## src/sv/sia_pkg.sv

```systemverilog
// Package for the section index allocator: sizes, codes, index entry layout,
// controller state and command/status structs. No dependencies.
package sia_pkg;

  localparam int MAX_SECTIONS = 64;
  localparam int CNT_W  = $clog2(MAX_SECTIONS + 1);
  localparam int ADDR_W = (MAX_SECTIONS > 1) ? $clog2(MAX_SECTIONS) : 1;

  localparam logic [15:0] HDR_BYTES = 16'd2;
  localparam logic [15:0] REC_BYTES = 16'd8;

  localparam logic [3:0]  PAGE_LOG2_RESET = 4'd6;
  localparam logic [15:0] TOTAL_PAGES_RESET = 16'd256;

  localparam logic CFG_PAGE_LOG2   = 1'b0;
  localparam logic CFG_TOTAL_PAGES = 1'b1;

  typedef enum logic [1:0] {
    ACT_GET  = 2'd0,
    ACT_READ = 2'd1,
    ACT_SET  = 2'd2,
    ACT_DEL  = 2'd3
  } action_t;

  typedef enum logic [2:0] {
    ST_FOUND    = 3'd0,
    ST_ALLOC    = 3'd1,
    ST_VER_BAD  = 3'd2,
    ST_SIZE_BAD = 3'd3,
    ST_NO_SPACE = 3'd4,
    ST_DONE     = 3'd5
  } status_t;

  typedef struct packed {
    logic [15:0] id;
    logic [15:0] start;
    logic [15:0] pages;
    logic [15:0] version;
  } entry_t;

  typedef enum logic [3:0] {
    S_IDLE,
    S_PREP,
    S_SCAN,
    S_SCAN_EV,
    S_PASS,
    S_PLACE,
    S_PLACE_EV,
    S_ALLOC,
    S_DONE
  } state_t;

  typedef struct packed {
    logic load;
    logic prep;
    logic scan_ev;
    logic scan_end;
    logic pass_start;
    logic place_ev;
    logic alloc;
    logic finish;
  } cmd_t;

  typedef struct packed {
    logic reserved;
    logic is_get;
    logic k_end;
    logic stop;
    logic place_bad;
    logic pass_go;
    logic pass_low;
    logic place_fail;
    logic out_free;
  } sts_t;

  // bytes rounded up to whole pages
  function automatic logic [15:0] pages_for(input logic [15:0] bytes, input logic [3:0] lg);
    logic [15:0] mask;
    mask = ~(16'hFFFF << lg);
    return (bytes >> lg) + {15'd0, |(bytes & mask)};
  endfunction

endpackage

```

## src/sv/sia_ctrl.sv

```systemverilog
// Controller state machine: sequences the index scan, placement passes and
// result hand-off. Depends on sia_pkg.
module sia_ctrl import sia_pkg::*; (
  input  logic clk,
  input  logic rst,
  input  logic in_valid,
  output logic in_ready,
  input  sts_t sts,
  output cmd_t cmd
);
  state_t state, state_next;

  always_ff @(posedge clk) begin
    if (rst) begin
      state <= S_IDLE;
    end else begin
      state <= state_next;
    end
  end

  always_comb begin
    state_next = state;
    unique case (state)
      S_IDLE:    if (in_valid) state_next = S_PREP;
      S_PREP:    state_next = sts.reserved ? S_DONE : S_SCAN;
      S_SCAN: begin
        if (sts.k_end) begin
          state_next = (sts.is_get && !sts.place_bad) ? S_PASS : S_DONE;
        end else begin
          state_next = S_SCAN_EV;
        end
      end
      S_SCAN_EV: state_next = sts.stop ? S_DONE : S_SCAN;
      S_PASS: begin
        if (sts.pass_go) state_next = S_PLACE;
        else if (sts.pass_low) state_next = S_DONE;
        else state_next = S_ALLOC;
      end
      S_PLACE:    state_next = sts.k_end ? S_PASS : S_PLACE_EV;
      S_PLACE_EV: state_next = sts.place_fail ? S_DONE : S_PLACE;
      S_ALLOC:    state_next = S_DONE;
      S_DONE:     if (sts.out_free) state_next = S_IDLE;
      default:    state_next = S_IDLE;
    endcase
  end

  always_comb begin
    cmd      = '0;
    in_ready = 1'b0;
    unique case (state)
      S_IDLE: begin
        in_ready = 1'b1;
        cmd.load = in_valid;
      end
      S_PREP:     cmd.prep = 1'b1;
      S_SCAN:     cmd.scan_end = sts.k_end;
      S_SCAN_EV:  cmd.scan_ev = 1'b1;
      S_PASS:     cmd.pass_start = 1'b1;
      S_PLACE:    ;
      S_PLACE_EV: cmd.place_ev = 1'b1;
      S_ALLOC:    cmd.alloc = 1'b1;
      S_DONE:     cmd.finish = sts.out_free;
      default:    ;
    endcase
  end
endmodule
```

## config.mk

```make
export PLATFORM = sky130hd
export DESIGN_NAME = sia_ctrl
export DESIGN_NICKNAME = d
export VERILOG_FILES = /design/src/sv/sia_pkg.sv /design/src/sv/sia_ctrl.sv
export SDC_FILE = /design/constraint.sdc
export NUM_CORES = 1
export LEC_CHECK = 0
export BUFFER_PORTS_ARGS = -buffer_cell sky130_fd_sc_hd__buf_2
export CORE_AREA = 2 2 39 41
export DETAILED_ROUTE_END_ITERATION = 8
export DIE_AREA = 0 0 41 43
export PLACE_DENSITY = 0.63
export SLEW_MARGIN = 20
export SYNTH_ARGS = -nofsm -noshare
export SYNTH_HDL_FRONTEND = slang
export SYNTH_SLANG_ARGS = --single-unit
```

## constraint.sdc

```tcl
create_clock -name clk -period 1.47 [get_ports clk]
set_input_delay 0.2205 -clock clk [delete_from_list [all_inputs] [get_ports clk]]
set_output_delay 0.2205 -clock clk [all_outputs]
set_load 0.02 [all_outputs]
```

# --- After elaboration in Yosys (flattened, before gate mapping) ---
# Index checks and enable logic that the tools add are counted.
word_totals:
  reg_bits: 4
  input_bits: 12
  output_inout_bits: 9
  elab_cells: 35
classes:
  eq_ne: 10
  n_mux: 20
  reduce_logical: 4
op_table:
  columns: ["cell", "count"]
  rows:
  - ["$mux 4", 9]
  - ["$pmux 4 s9", 1]
  - ["$eq 4x3->1 const B", 4]
  - ["$mux 1", 9]
  - ["$eq 4x2->1 const B", 2]
  - ["$eq 4x1->1 const B", 1]
  - ["$eq 4x4->1 const B", 1]
  - ["$logic_not 4->1", 1]
  - ["$ne 2x2->1 const B", 2]
  - ["$mux 2", 1]
  - ["$reduce_and 2->1", 1]
  - ["$logic_and 1x1->1", 1]
  - ["$logic_not 1->1", 1]

# --- Logic depth before layout (Yosys ltp) ---
logic_depth:
  depth_word: 5
  depth_mapped: 5
  ltp_nobuf: 3

# --- Worst setup path before layout ---
# No wires, ideal clock.
synth_path:
  path_kind: "flip-flop to output port"
  start: "reg state[0]"
  end: "out cmd[7] (netlist bit)"
  arrival_time_ns: 1.574
  required_ns: 1.250
  slack_ns: -0.325
  path_stages_with_launch: 5
  n_path_buf: 1
  cell_sequence: "dfxtp_1 > clkbuf_1 > or2_1 > nor3_1 > and2_1"
synth_lines:
  columns: ["item", "line_no", "rtl"]
  rows:
  - ["start, declared", "sia_ctrl.sv:11", "state_t state, state_next;"]
  - ["start signal, assigned", "sia_ctrl.sv:17", "state <= state_next;"]
  - ["end, declared", "sia_ctrl.sv:9", "output cmd_t cmd"]

==> metrics.cfg <==
[finish]
top_regs = state (4)
seq_area_sq_um = 83.8
layout_common_cells = buf_2, buf_4, nor2_1, nand2_1, buf_6
syn2layout_area_growth_pct = 67.4
fin_util_pct = 50.5
largest-register = state
n_fill_cell = 141
diodes = 0
largest_reg_flops = 4
drive_above_1_share_pct = 57.6
layout_commonest_cell = buf_2
layout.nets = 99
multi_input_area_sq_um = 360

[synthesis]
synth-edff-count = 0
synthMuxAreaShare_pct = 0
synth_top_family_by_area = simple AND/OR/NAND/NOR gates
synthCells = 56
synth-compound-area-share_pct = 21.0
synth_area_sq_um = 418
synth_fa_ha_area_share_pct = 0
seq_area_frac_synth_pct = 19.2
ys_types = 35
avgSynthCellArea_sq_um = 7.46
synth_warnings = 0
yosys_register_bits = 4
synth_xor_area_share_pct = 0
async_flop_share_pct = 0
syn_nets = 68
synthFlopType = dfxtp_1
yosys.area_share.simple_pct = 51.5

[floorplanning]
fp.dieH_microns = 43
dieArea_sq_mm = 0.00176
initial_core_util_pct = 30.2
die_w_microns = 41
num_rows = 14
ioPinCount = 21
coreArea_sq_mm = 0.00138

[placement]
gp_congestion = 0.818
port_buffers = 20
dp_hpwl_microns = 872

[clock_network]
clk_latency_ps = 240
clkTransAtPathRegs_ps = 30
cts_tree = done
hold_buffers = 0
cts_sinks = 4
cts_buffer_depth = 2
htree_levels = 1
cts_made_buffers = 3
clockRootBuffer = clkbuf_4

[outcome]
outcome = finished with violations
failed_checks = negative setup slack

[power_and_ir_drop]
p_leak_nw = 0.314
power_density_mw_per_mm2 = 756
vdd_ir_drop_max_mv = 0.293
power_mw = 0.528

[grt]
grt_pass1_wl_mm = 1.99
grt.busiest_layer = met2
gr-usage-met1_pct = 20.0
grt_max_degree = 11
antenna_found_initial = 0
overflow = 0
grt_pass1_vias = 480
grt_use_met3_pct = 1.57
grtUsageTotal_pct = 16.8
grt_use_met2_pct = 28.1

[critical_path]
cp-end-kind = primary output
crit_type = flip-flop to primary output
worst_setup_path_startpoint = state[0]
cp-start-kind = flip-flop
rr_startpoint = state[0]
crit_required_ps = 1250
cp.arrival_ps = 1340
r2r-end = state[1]
critPathMaxFanout = 5
rr_worst_depth = 3
r2r_slack_ps = 20

[worst_hold_path]
whs_endpoint = state[1]
min_path_type = primary input to flip-flop
min_delay_path_depth = 2
worstHoldStart = rst

[timing]
maxSlewViolCount = 0
rsz0062_at_grt = true
hold_viol_final = 0
tightest_slew_ps = 429
max_freq_ghz = 0.641
max_slew_margin_pct = 71.1
layout_min_cycle_time_ps = 1560
fin_crit_sh_pct = 106
skew_ps = 4.97
finalWorstSetupSlack_ps = -89.2
setup-violations-final = 5

[detailed_routing]
drt_pass1_iterations = 4
drc = 0
postRouteAntennaNets = 0
num_vias = 537
drt_iter0_drc = 13
wl_per_cell_microns = 14.3
routed_wl_mm = 1.44
via_per_inst = 5.32

[flow_run]
drv_cap = 0

-- worst max path at each step --
stage,end,slack (ps)
global route,cmd[7],-120
detailed placement,state[1],20
global placement,state[1],-4
finish,cmd[0],-90
floorplan,cmd[0],-40
CTS,cmd[7],-80
-- timing repair --
action,CTS,global route
gates cloned,0,0
setup buffers,4,1
pin swaps,2,2
setup endpoints to repair,6,10
resized for setup,11,9
-- per-stage QoR --
stage	hold WS, ps	instance area (sq um)	worst slack (ps)	std cells	setup TNS (ps)
6_report	204	699	-89.2	101	-232
5_1_grt	224	699	-125	101	-521
4_1_cts	173	651	-81.9	100	-118
3_5_place_dp	425	567	24.9	93	0
3_3_place_gp	424	567	-3.78	93	-3.78
2_1_floorplan	290	429	-44.4	56	-82.7
-- worst max-delay path: stages (launching register included) --
cell     delay (ps)
dfxtp_2         320
buf_6           120
buf_4           150
nor4_2          300
buf_2           220
-- kinds of logic after synthesis --
family,count (synthesis)
DFF,4
and+or+nand+nor,33
buffers and inverters,7
AOI/OAI and AO/OA,12
-- synth_stat cells (all sizes together), types with 2 or more instances --
library cell  instances  area (sq um)
nor2                  5          18.8
dfxtp                 4          80.1
nand2                 4          15.0
nor2b                 4          25.0
clkbuf                3          11.3
a21oi                 2          10.0
a31oi                 2          12.5
buf                   2          16.3
inv                   2          7.50
nand4b                2          17.5
nor3                  2          10.0
o21ai                 2          10.0
or3                   2          12.5
or4b                  2          23.8
-- report_power, final --
| part | internal (mW) | total [mW] | switching [mW] |
|---|---|---|---|
| clock network | 0.0913 | 0.137 | 0.0452 |
| logic | 0.130 | 0.263 | 0.133 |
| registers | 0.121 | 0.129 | 0.00861 |
| total | 0.342 | 0.528 | 0.187 |
-- layer usage --
layer | vias up | wire (microns)
met3 | 0 | 51
li1 | 273 | -
met4 | 0 | 0
met5 | - | 0
met1 | 251 | 603
met2 | 13 | 789
-- cell type report --
cell class / count / area share [%]
tap: 16 / 2.86
timing repair buffer: 31 / 29.3
multi-input combinational: 45 / 51.5
sequential: 4 / 12.0
inverter: 2 / 1.07
clock buffer: 3 / 3.22
No activity file was read; power rests on OpenSTA's default activity.
