## src/sv/sia_pkg.sv

```systemverilog
// Package for the section index allocator: sizes, codes, index entry layout,
// controller state and command/status structs. No dependencies.
package sia_pkg;

  localparam int MAX_SECTIONS = 64;
  localparam int CNT_W  = $clog2(MAX_SECTIONS + 1);
  localparam int ADDR_W = (MAX_SECTIONS > 1) ? $clog2(MAX_SECTIONS) : 1;

  localparam logic [15:0] HDR_BYTES = 16'd2;
  localparam logic [15:0] REC_BYTES = 16'd8;

  localparam logic [3:0]  PAGE_LOG2_RESET = 4'd6;
  localparam logic [15:0] TOTAL_PAGES_RESET = 16'd256;

  localparam logic CFG_PAGE_LOG2   = 1'b0;
  localparam logic CFG_TOTAL_PAGES = 1'b1;

  typedef enum logic [1:0] {
    ACT_GET  = 2'd0,
    ACT_READ = 2'd1,
    ACT_SET  = 2'd2,
    ACT_DEL  = 2'd3
  } action_t;

  typedef enum logic [2:0] {
    ST_FOUND    = 3'd0,
    ST_ALLOC    = 3'd1,
    ST_VER_BAD  = 3'd2,
    ST_SIZE_BAD = 3'd3,
    ST_NO_SPACE = 3'd4,
    ST_DONE     = 3'd5
  } status_t;

  typedef struct packed {
    logic [15:0] id;
    logic [15:0] start;
    logic [15:0] pages;
    logic [15:0] version;
  } entry_t;

  typedef enum logic [3:0] {
    S_IDLE,
    S_PREP,
    S_SCAN,
    S_SCAN_EV,
    S_PASS,
    S_PLACE,
    S_PLACE_EV,
    S_ALLOC,
    S_DONE
  } state_t;

  typedef struct packed {
    logic load;
    logic prep;
    logic scan_ev;
    logic scan_end;
    logic pass_start;
    logic place_ev;
    logic alloc;
    logic finish;
  } cmd_t;

  typedef struct packed {
    logic reserved;
    logic is_get;
    logic k_end;
    logic stop;
    logic place_bad;
    logic pass_go;
    logic pass_low;
    logic place_fail;
    logic out_free;
  } sts_t;

  // bytes rounded up to whole pages
  function automatic logic [15:0] pages_for(input logic [15:0] bytes, input logic [3:0] lg);
    logic [15:0] mask;
    mask = ~(16'hFFFF << lg);
    return (bytes >> lg) + {15'd0, |(bytes & mask)};
  endfunction

endpackage

```

## src/sv/sia_ram.sv

```systemverilog
// Generic single-write, single-read RAM with registered read data.
// No dependencies.
module sia_ram #(
  parameter int WIDTH = 64,
  parameter int DEPTH = 64
) (
  input  logic                                   clk,
  input  logic                                   we,
  input  logic [((DEPTH > 1) ? $clog2(DEPTH) : 1)-1:0] waddr,
  input  logic [WIDTH-1:0]                       wdata,
  input  logic [((DEPTH > 1) ? $clog2(DEPTH) : 1)-1:0] raddr,
  output logic [WIDTH-1:0]                       rdata
);
  logic [WIDTH-1:0] mem [DEPTH];

  always_ff @(posedge clk) begin
    if (we) begin
      mem[waddr] <= wdata;
    end
    rdata <= mem[raddr];
  end
endmodule

```

## src/sv/sia_datapath.sv

```systemverilog
// Datapath: request/result registers, config registers, entry count, scan
// and placement arithmetic, index RAM. Depends on sia_pkg and sia_ram.
module sia_datapath import sia_pkg::*; (
  input  logic        clk,
  input  logic        rst,
  input  cmd_t        cmd,
  output sts_t        sts,
  input  action_t     in_action,
  input  logic [15:0] in_id,
  input  logic [15:0] in_version,
  input  logic [15:0] in_size,
  output logic        out_valid,
  input  logic        out_ready,
  output status_t     out_status,
  output logic [15:0] out_start,
  output logic [15:0] out_version,
  input  logic        cfg_we,
  input  logic        cfg_index,
  input  logic [15:0] cfg_data
);
  logic [3:0]       page_log2;
  logic [15:0]      total_pages;
  logic [CNT_W-1:0] count;
  logic [CNT_W-1:0] k;
  logic [CNT_W-1:0] w;
  action_t          req_action;
  logic [15:0]      req_id;
  logic [15:0]      req_version;
  logic [15:0]      req_size;
  logic [15:0]      pg;
  logic [15:0]      at;
  logic             moved;
  status_t          res_status;
  logic [15:0]      res_start;
  logic [15:0]      res_version;

  entry_t            rd_entry;
  logic [63:0]       rdata;
  logic              we;
  logic [ADDR_W-1:0] waddr;
  entry_t            wentry;
  logic              match;
  logic [15:0]       min_page;
  logic [16:0]       ent_end;
  logic [16:0]       at_end;
  logic              overlap;

  sia_ram #(.WIDTH($bits(entry_t)), .DEPTH(MAX_SECTIONS)) u_ram (
    .clk   (clk),
    .we    (we),
    .waddr (waddr),
    .wdata (wentry),
    .raddr (k[ADDR_W-1:0]),
    .rdata (rdata)
  );

  assign rd_entry = entry_t'(rdata);
  assign match    = (rd_entry.id == req_id);
  assign min_page = pages_for(HDR_BYTES + 16'((count + CNT_W'(2))) * REC_BYTES, page_log2);
  assign ent_end  = {1'b0, rd_entry.start} + {1'b0, rd_entry.pages};
  assign at_end   = {1'b0, at} + {1'b0, pg};
  assign overlap  = ({1'b0, at} < ent_end) && ({1'b0, rd_entry.start} < at_end);

  always_comb begin
    sts.reserved   = (req_action == ACT_GET) && (req_id == 16'd0);
    sts.is_get     = (req_action == ACT_GET);
    sts.k_end      = (k == count);
    sts.stop       = match && ((req_action == ACT_GET) || (req_action == ACT_READ));
    sts.place_bad  = (count >= CNT_W'(MAX_SECTIONS)) || (pg > total_pages);
    sts.pass_go    = moved && (at >= min_page);
    sts.pass_low   = (at < min_page);
    sts.place_fail = overlap && (rd_entry.start < pg);
    sts.out_free   = !out_valid || out_ready;
  end

  // RAM write: version update, delete compaction, new entry
  always_comb begin
    we     = 1'b0;
    waddr  = k[ADDR_W-1:0];
    wentry = rd_entry;
    if (cmd.scan_ev && (req_action == ACT_SET) && match) begin
      we = 1'b1;
      wentry.version = req_version;
    end else if (cmd.scan_ev && (req_action == ACT_DEL) && !match) begin
      we    = 1'b1;
      waddr = w[ADDR_W-1:0];
    end else if (cmd.alloc) begin
      we     = 1'b1;
      waddr  = count[ADDR_W-1:0];
      wentry = '{id: req_id, start: at, pages: pg, version: req_version};
    end
  end

  always_ff @(posedge clk) begin
    if (rst) begin
      page_log2   <= PAGE_LOG2_RESET;
      total_pages <= TOTAL_PAGES_RESET;
      count       <= '0;
      out_valid   <= 1'b0;
    end else begin
      if (cfg_we) begin
        unique case (cfg_index)
          CFG_PAGE_LOG2:   page_log2 <= cfg_data[3:0];
          CFG_TOTAL_PAGES: total_pages <= cfg_data;
          default: ;
        endcase
      end
      if (cmd.scan_end && (req_action == ACT_DEL)) begin
        count <= w;
      end
      if (cmd.alloc) begin
        count <= count + CNT_W'(1);
      end
      if (cmd.finish) begin
        out_valid <= 1'b1;
      end else if (out_ready) begin
        out_valid <= 1'b0;
      end
    end
  end

  always_ff @(posedge clk) begin
    if (cmd.load) begin
      req_action  <= in_action;
      req_id      <= in_id;
      req_version <= in_version;
      req_size    <= in_size;
    end
    if (cmd.prep) begin
      pg          <= pages_for(req_size, page_log2);
      k           <= '0;
      w           <= '0;
      moved       <= 1'b1;
      res_status  <= sts.reserved ? ST_NO_SPACE : ST_DONE;
      res_start   <= 16'd0;
      res_version <= 16'd0;
    end
    if (cmd.scan_ev) begin
      k <= k + CNT_W'(1);
      if (match) begin
        unique case (req_action)
          ACT_GET: begin
            if (rd_entry.version != req_version) begin
              res_status <= ST_VER_BAD;
            end else if (rd_entry.pages != pg) begin
              res_status <= ST_SIZE_BAD;
            end else begin
              res_status <= ST_FOUND;
              res_start  <= rd_entry.start;
            end
          end
          ACT_READ: res_version <= rd_entry.version;
          default: ;
        endcase
      end else if (req_action == ACT_DEL) begin
        w <= w + CNT_W'(1);
      end
    end
    if (cmd.scan_end && (req_action == ACT_GET)) begin
      at <= total_pages - pg;
      if (sts.place_bad) begin
        res_status <= ST_NO_SPACE;
      end
    end
    if (cmd.pass_start) begin
      if (sts.pass_go) begin
        moved <= 1'b0;
        k     <= '0;
      end else if (sts.pass_low) begin
        res_status <= ST_NO_SPACE;
      end
    end
    if (cmd.place_ev) begin
      k <= k + CNT_W'(1);
      if (overlap) begin
        moved <= 1'b1;
        if (sts.place_fail) begin
          res_status <= ST_NO_SPACE;
        end else begin
          at <= rd_entry.start - pg;
        end
      end
    end
    if (cmd.alloc) begin
      res_status <= ST_ALLOC;
      res_start  <= at;
    end
    if (cmd.finish) begin
      out_status  <= res_status;
      out_start   <= res_start;
      out_version <= res_version;
    end
  end

  a_count_max: assert property (@(posedge clk) disable iff (rst)
    count <= CNT_W'(MAX_SECTIONS)) else $error("entry count above capacity");
  a_compact_order: assert property (@(posedge clk) disable iff (rst)
    cmd.scan_ev |-> w <= k) else $error("compaction write ahead of read");
  a_alloc_room: assert property (@(posedge clk) disable iff (rst)
    cmd.alloc |-> count < CNT_W'(MAX_SECTIONS)) else $error("allocation into full index");
endmodule

```

## config.mk

```make
export PLATFORM = sky130hd
export DESIGN_NAME = sia_datapath
export DESIGN_NICKNAME = d
export VERILOG_FILES = /design/src/sv/sia_pkg.sv /design/src/sv/sia_ram.sv /design/src/sv/sia_datapath.sv
export SDC_FILE = /design/constraint.sdc
export NUM_CORES = 2
export LEC_CHECK = 0
export ABC_AREA = 1
export BUFFER_PORTS_ARGS = -buffer_cell sky130_fd_sc_hd__buf_2
export CAP_MARGIN = 30
export CORE_UTILIZATION = 33
export CTS_CLUSTER_SIZE = 24
export DETAILED_ROUTE_END_ITERATION = 10
export PLACE_DENSITY = 0.57
export SYNTH_ARGS = -nofsm -noshare
export SYNTH_HDL_FRONTEND = slang
export SYNTH_SLANG_ARGS = --single-unit
export TNS_END_PERCENT = 5
```

## constraint.sdc

```tcl
create_clock -name clk -period 9.3 [get_ports clk]
set_input_delay 2.79 -clock clk [delete_from_list [all_inputs] [get_ports clk]]
set_output_delay 2.79 -clock clk [all_outputs]
set_load 0.01 [all_outputs]
```

# After elaboration in Yosys (flattened, before gate mapping)
# Memory sizes are Yosys's and may differ from the RTL's. A register that Yosys moved wholly into a read port is not among the register bits.
# Index checks and enable logic that the tools add are counted.
[word_totals] reg_bits=195 mem_bits_rw=4096 in_bits=79 output_inout_bits=45 wordCells=136 memories=1
[memory_table] memory="u_ram.mem" words=64 word_bits=64 rd=1 rd_ports_with_merged_regs=1 wr=1 line="sia_ram.sv:14" text="logic [WIDTH-1:0] mem [DEPTH];"
[classes] addsub=11 magnitude_cmp=7 n_eq_ne=7 shifts=3 n_mux=60 bitwise=4 n_reduce_logical=24
[ops] op="16-bit 2-to-1 mux" n=16
[ops] op="64-bit 2-to-1 mux" n=2
[ops] op="7-bit 2-to-1 mux" n=11
[ops] op="48-bit 2-to-1 mux" n=1
[ops] op="3-bit 2-to-1 mux" n=12
[ops] op="16-bit by 16-bit adder with 17-bit output" n=2
[ops] op="16-bit by 17-bit < comparator with 1-bit output" n=2
[ops] op="16-bit by 1-bit adder with 16-bit output" n=2
[ops] op="16-bit < comparator" n=2
[ops] op="16-bit != test" n=2
[ops] op="16-bit OR reduction" n=2
[ops] op="16-bit subtractor" n=2
[ops] op="7-bit by 1-bit adder with 7-bit output, second input constant" n=3
[ops] op="6-bit 2-to-1 mux" n=3
[ops] op="12-bit by 16-bit bitwise AND with 16-bit output" n=1
[ops] op="16-bit bitwise AND" n=1
[ops] op="16-bit equality test" n=1
[ops] op="16-bit >= comparator" n=1
[ops] op="16-bit > comparator" n=1
[ops] op="16-bit logical NOT" n=1
[ops] op="16-bit inverter" n=1
[ops] op="16-bit by 4-bit left shift with 16-bit output, first input constant" n=1
[ops] op="12-bit by 4-bit right shift with 16-bit output" n=1
[ops] op="16-bit by 4-bit right shift with 16-bit output" n=1
[ops] op="15 further kinds" n=44

# Logic depth before layout (Yosys ltp)
[logic_depth] depth_word=15 ltp_mapped=31 ltp_nobuf=31

# Modules after synthesis
# Synthesis repeated with hierarchy kept, for this count alone.
[unflattened] cells_unflattened=15279 hier_area_um2=179591.0
[modules_own_cells] module="sia_ram" n_inst=1 cells_each=13405 area_each_um2=165306.0 seq_area_each_um2=124279.2
[modules_own_cells] module="sia_datapath" n_inst=1 cells_each=1874 area_each_um2=14285.0 seq_area_each_um2=4914.7

# Worst setup path before layout
# OpenSTA, ideal clock, no wires.
[synth_timing] path_kind="input port to flip-flop" startpoint="in cmd[5] in the netlist's numbering" endpoint="mem u_ram.mem[14][0] (enable)" setup_time_ps=487 arrival_ps=6891 t_required_ps=8813 setup_slack_ps=1923 path_stages=9 path_buffers=1 cell_sequence="buf_2 > inv_1 > nor3_1 > nand3_2 > nand2_1 > a21oi_1 > o21ai_2 > nand4_1 > nor2_1"
[synth_between] elab_chain_cells=6 word_cells_on_any_way=10 classes_between="mux (6); reduce/logical (4)"
[synth_lines] element="from (decl)" line="sia_datapath.sv:6" text="input cmd_t cmd,"
[synth_lines] element="1-bit logical AND (2 in a row)" line="sia_datapath.sv:84" text="end else if (cmd.scan_ev && (req_action == ACT_DEL) && !match) begin"
[synth_lines] element="1-bit 2-to-1 mux" line="sia_datapath.sv:84"
[synth_lines] element="1-bit 2-to-1 mux" line="sia_datapath.sv:81" text="if (cmd.scan_ev && (req_action == ACT_SET) && match) begin"
[synth_lines] element="1-bit 2-to-1 mux" line="sia_ram.sv:17" text="if (we) begin"
[synth_lines] element="1-bit 2-to-1 mux (not written as such)" line="sia_ram.sv:18" text="mem[waddr] <= wdata;"
[synth_lines] element="to (decl)" line="sia_ram.sv:14"
# Several ways; a longest one is shown, not always the timed one.

==> results by group <==
Status
  • Status: finished clean

Yosys
  • Async SR Flop Fraction: 0
  • Prevailing post-synth register cell: edfxtp_1
  • Sequential area share after synthesis: 0.746
  • Synthesized net count: between 10,000 and 15,000
  • Synth top area cells: edfxtp_1 73%, o21ai_0 6.5%, nor2_1 4.9%, o22ai_1 2.3%, o221ai_1 2.1%
  • Yosys cell types: between 50 and 60
  • Number of synthesized flops with an enable pin: 4,197
  • Synthesized cell area: 0.173 mm²
  • Ys Warns: 0
  • Share of the synthesized area in the top cell type: 0.727
  • Most area-hungry cell type in the Yosys netlist: edfxtp_1
  • Flops & latches, synth: roughly 4,400
  • Cells after Synth: around 13,000
  • Mean Syn Cell Area: between 10 and 15 µm²

Route
  • Final WL: just under 600 mm
  • DR vias/cell: 5.65
  • Routed Antenna Nets: 0
  • Vias: between 100k and 150k
  • Drt pass-1 iters: 6
  • Routed length per placed instance: around 28 µm
  • DR iter-0 viols: between 10,000 and 15,000
  • # DRC: 0

Worst setup path
  • WP data required: around 6.5 ns
  • CP endpoint kind: output port
  • Max stage delay cell, worst path: dfxtp_1
  • R2R setup slack: ~3.4 ns
  • Critical path fanouts, max: 9
  • CP Class: register to output port
  • Slowest cell delay on critical path: around 0.61 ns
  • Startpoint Class: register
  • Crit path DAT: between 5 and 6 ns
  • Most used cell, CP: nand2_1

Clocking
  • CTS Buffer Depth: 4
  • Setup Buffers After CTS: 0
  • Clk slew on worst S/H paths: approximately 0.070 ns
  • CTS Buf Count: between 400 and 500
  • CTS tree: yes
  • H-tree depth: 5
  • CTS root buf: clkbuf_16
  • Post-CTS Hold Buffers: 0
  • Clock latency on the worst-skew pair: 1.00 ns
  • Sink Count: 4,355
  • Cts repair resizes: 0

GRT
  • Congestion Overflow GR: 0
  • Maximum number of pins on one net before global-route repair: just under 200
  • Total track usage: 0.209
  • Initial antenna violation count: 42
  • Global-route wire length before repair: around 810 mm
  • Vias in the first global route: approximately 110k

Floorplanning
  • Floorplan core area: around 0.52 mm²
  • Starting density of the core: 0.332
  • Die X: 727 µm
  • Rows: about 270
  • Die height: about 730 µm
  • Ports: between 100 and 150
  • Die ar.: approximately 0.53 mm²

Final layout
  • FF+latch area: ~0.13 mm²
  • Nets: around 13,000
  • Share of cells above drive strength 1: 0.0907
  • Fill cell count: 49,236
  • Area occupied by multi-input gates: about 0.04 mm²
  • P&R area growth vs syn: 14.0%

Placed design
  • RD Place Congestion: 0.862
  • Detail Placement HPWL: 325 mm
  • Port-buffer cells: ~120

Timing
  • Worst slew pin tran: roughly 1.2 ns
  • Fin. max-slew vios: 0
  • Hold slack: 0.415 ns
  • Tcrit/Tclk final: 0.863
  • # setup viols final: 0
  • Final setup TNS: 0 ns
  • Slew margin rel.: 0.224
  • Min Tclk post-route: between 8 and 9 ns
  • Final-report hold violation count: 0
  • Fmax: ~120 MHz
  • Clock skew: 0.0801 ns
  • RSZ-0062 raised after global routing: false

Power
  • Power per cell area: 301 mW/mm²
  • Leak: roughly 62 nW
  • Worst vdd ir: approximately 0.24 mV

Flow run
  • Number of max-cap violations: 0

Worst hold path
  • Worst min-delay path class: register to register
[kinds of logic (layout without fill, tap and decap cells)]
family	count (synthesis)	in the layout	share of synthesized area
AO/OA/AOI/OAI	3844	3844	0.129
XOR/XNOR	118	118	0.00596
adder cells (fa/ha/maj)	119	119	0.00877
buffers and inverters	1134	1458	0.0251
flip-flops	4355	4355	0.746
multiplexers	5	5	0.000289
other	1	16	0.0000216
AND/OR/NAND/NOR	3656	3656	0.0849
[worst max-delay path, delay by kind of cell (launching register included)]
family | cells | cell delay, ns
XOR/XNOR | 1 | 0.17
buffers and inverters | 4 | 0.43
adder cells (fa/ha/maj) | 4 | 0.91
flip-flops | 1 | 0.61
AO/OA/AOI/OAI | 3 | 0.60
AND/OR/NAND/NOR | 15 | 1.55
[cells in the mapped netlist, types with 27 or more instances]
master and count:
nor2_1 2270, xor2_1 51, nand3_1 358, a32o_1 56, buf_2 58, inv_1 203, dfxtp_1 158, nor3_1 27
o221ai_1 406, o22ai_1 638, clkbuf_1 794, o211ai_1 121, edfxtp_1 4197, xnor2_1 67, buf_1 62, a21oi_1 251
nand4_1 132, o21ai_0 2238, a31oi_1 76, ha_1 115, nand2_1 823
[state kept, by name, summed over array words and instances, names as in the netlist]
| signal | flops |
|---|---|
| w | 7 |
| total_pages | 16 |
| req_action | 2 |
| res_version | 16 |
| out_valid | 1 |
| res_start | 16 |
| u_ram.rdata | 64 |
| req_size | 16 |
| moved | 1 |
| u_ram.mem | 4096 |
| at | 16 |
| out_status | 3 |
| req_id | 16 |
| page_log2 | 4 |
| k | 7 |
| req_version | 16 |
| pg | 16 |
| out_start | 16 |
| res_status | 3 |
| out_version | 16 |
| count | 7 |
[power by group]
part / total, mW / switching [mW] / internal (mW)
Combinational: 17.6 / 13.2 / 4.34
Sequential: 24.4 / 0.556 / 23.9
Clock: 17.5 / 7.58 / 9.89
[layout by cell type (no fill, tap or decap), types with 9 or more instances in the layout]
master / netlist / layout
nor2_4: 1 / 66
inv_6: 0 / 14
a32o_1: 56 / 56
o21ai_4: 1 / 52
nor2_1: 2270 / 2205
xor2_1: 51 / 51
a21oi_1: 251 / 251
o221ai_1: 406 / 406
buf_4: 5 / 252
inv_8: 0 / 9
ha_1: 115 / 115
buf_2: 58 / 123
clkbuf_1: 794 / 99
buf_12: 0 / 60
o21ai_1: 9 / 9
bufinv_16: 0 / 39
dfxtp_1: 158 / 153
xnor2_1: 67 / 67
clkinv_2: 0 / 75
nor3_1: 27 / 27
a211oi_1: 10 / 10
clkbuf_16: 0 / 443
a31oi_1: 76 / 76
o22ai_1: 638 / 638
clkbuf_8: 0 / 10
nand3_1: 358 / 358
o21ai_0: 2238 / 2187
or2_2: 13 / 13
nand4_1: 132 / 132
edfxtp_1: 4197 / 4197
diode_2: 0 / 15
o211ai_1: 121 / 121
nand2_1: 823 / 814
clkinv_1: 3 / 98
inv_1: 203 / 200
[worst paths after layout]
kind,from,endpoint,cells after the start
setup reg to reg,req_id[5]$_DFFE_PP_,u_ram.mem[14][54]$_DFFE_PP_,13
setup / recovery,count[1]$_SDFFE_PP0P_,sts[3],27
hold reg to reg,res_status[0]$_SDFF_PP1_,out_status[0]$_DFFE_PP_,0
hold / removal,res_status[0]$_SDFF_PP1_,out_status[0]$_DFFE_PP_,0
[cell type report]
class / count / share of cell area
sequential: 4355 / 0.654
multi-input combinational: 7743 / 0.207
clock buffer: 552 / 0.0587
tap: 6942 / 0.0440
timing repair buffer: 442 / 0.0195
clock inverter: 250 / 0.0121
inverter: 214 / 0.00432
antenna: 15 / 0.000190
[layer usage]
metal	vias up	GRT usage	wire (µm)
met4	28	0.0696	20900
met2	5941	0.324	259000
met5	-	0	189
met3	978	0.0418	56900
met1	59275	0.294	239000
li1	49762	-	-
[stage by stage]
step	power, mW	instances	utilization	cell area, µm²	setup WS, ns
3_3_place_gp	42.2	19681	0.351	183000	1.98
4_1_cts	59.5	20496	0.378	197000	1.24
5_1_grt	61.6	20502	0.378	197000	0.738
2_1_floorplan	34.7	13232	-	173000	1.92
6_report	59.5	20513	0.378	197000	1.28
3_5_place_dp	42.2	19694	0.351	183000	1.93
Note: power is estimated with default switching activity, not from simulation.
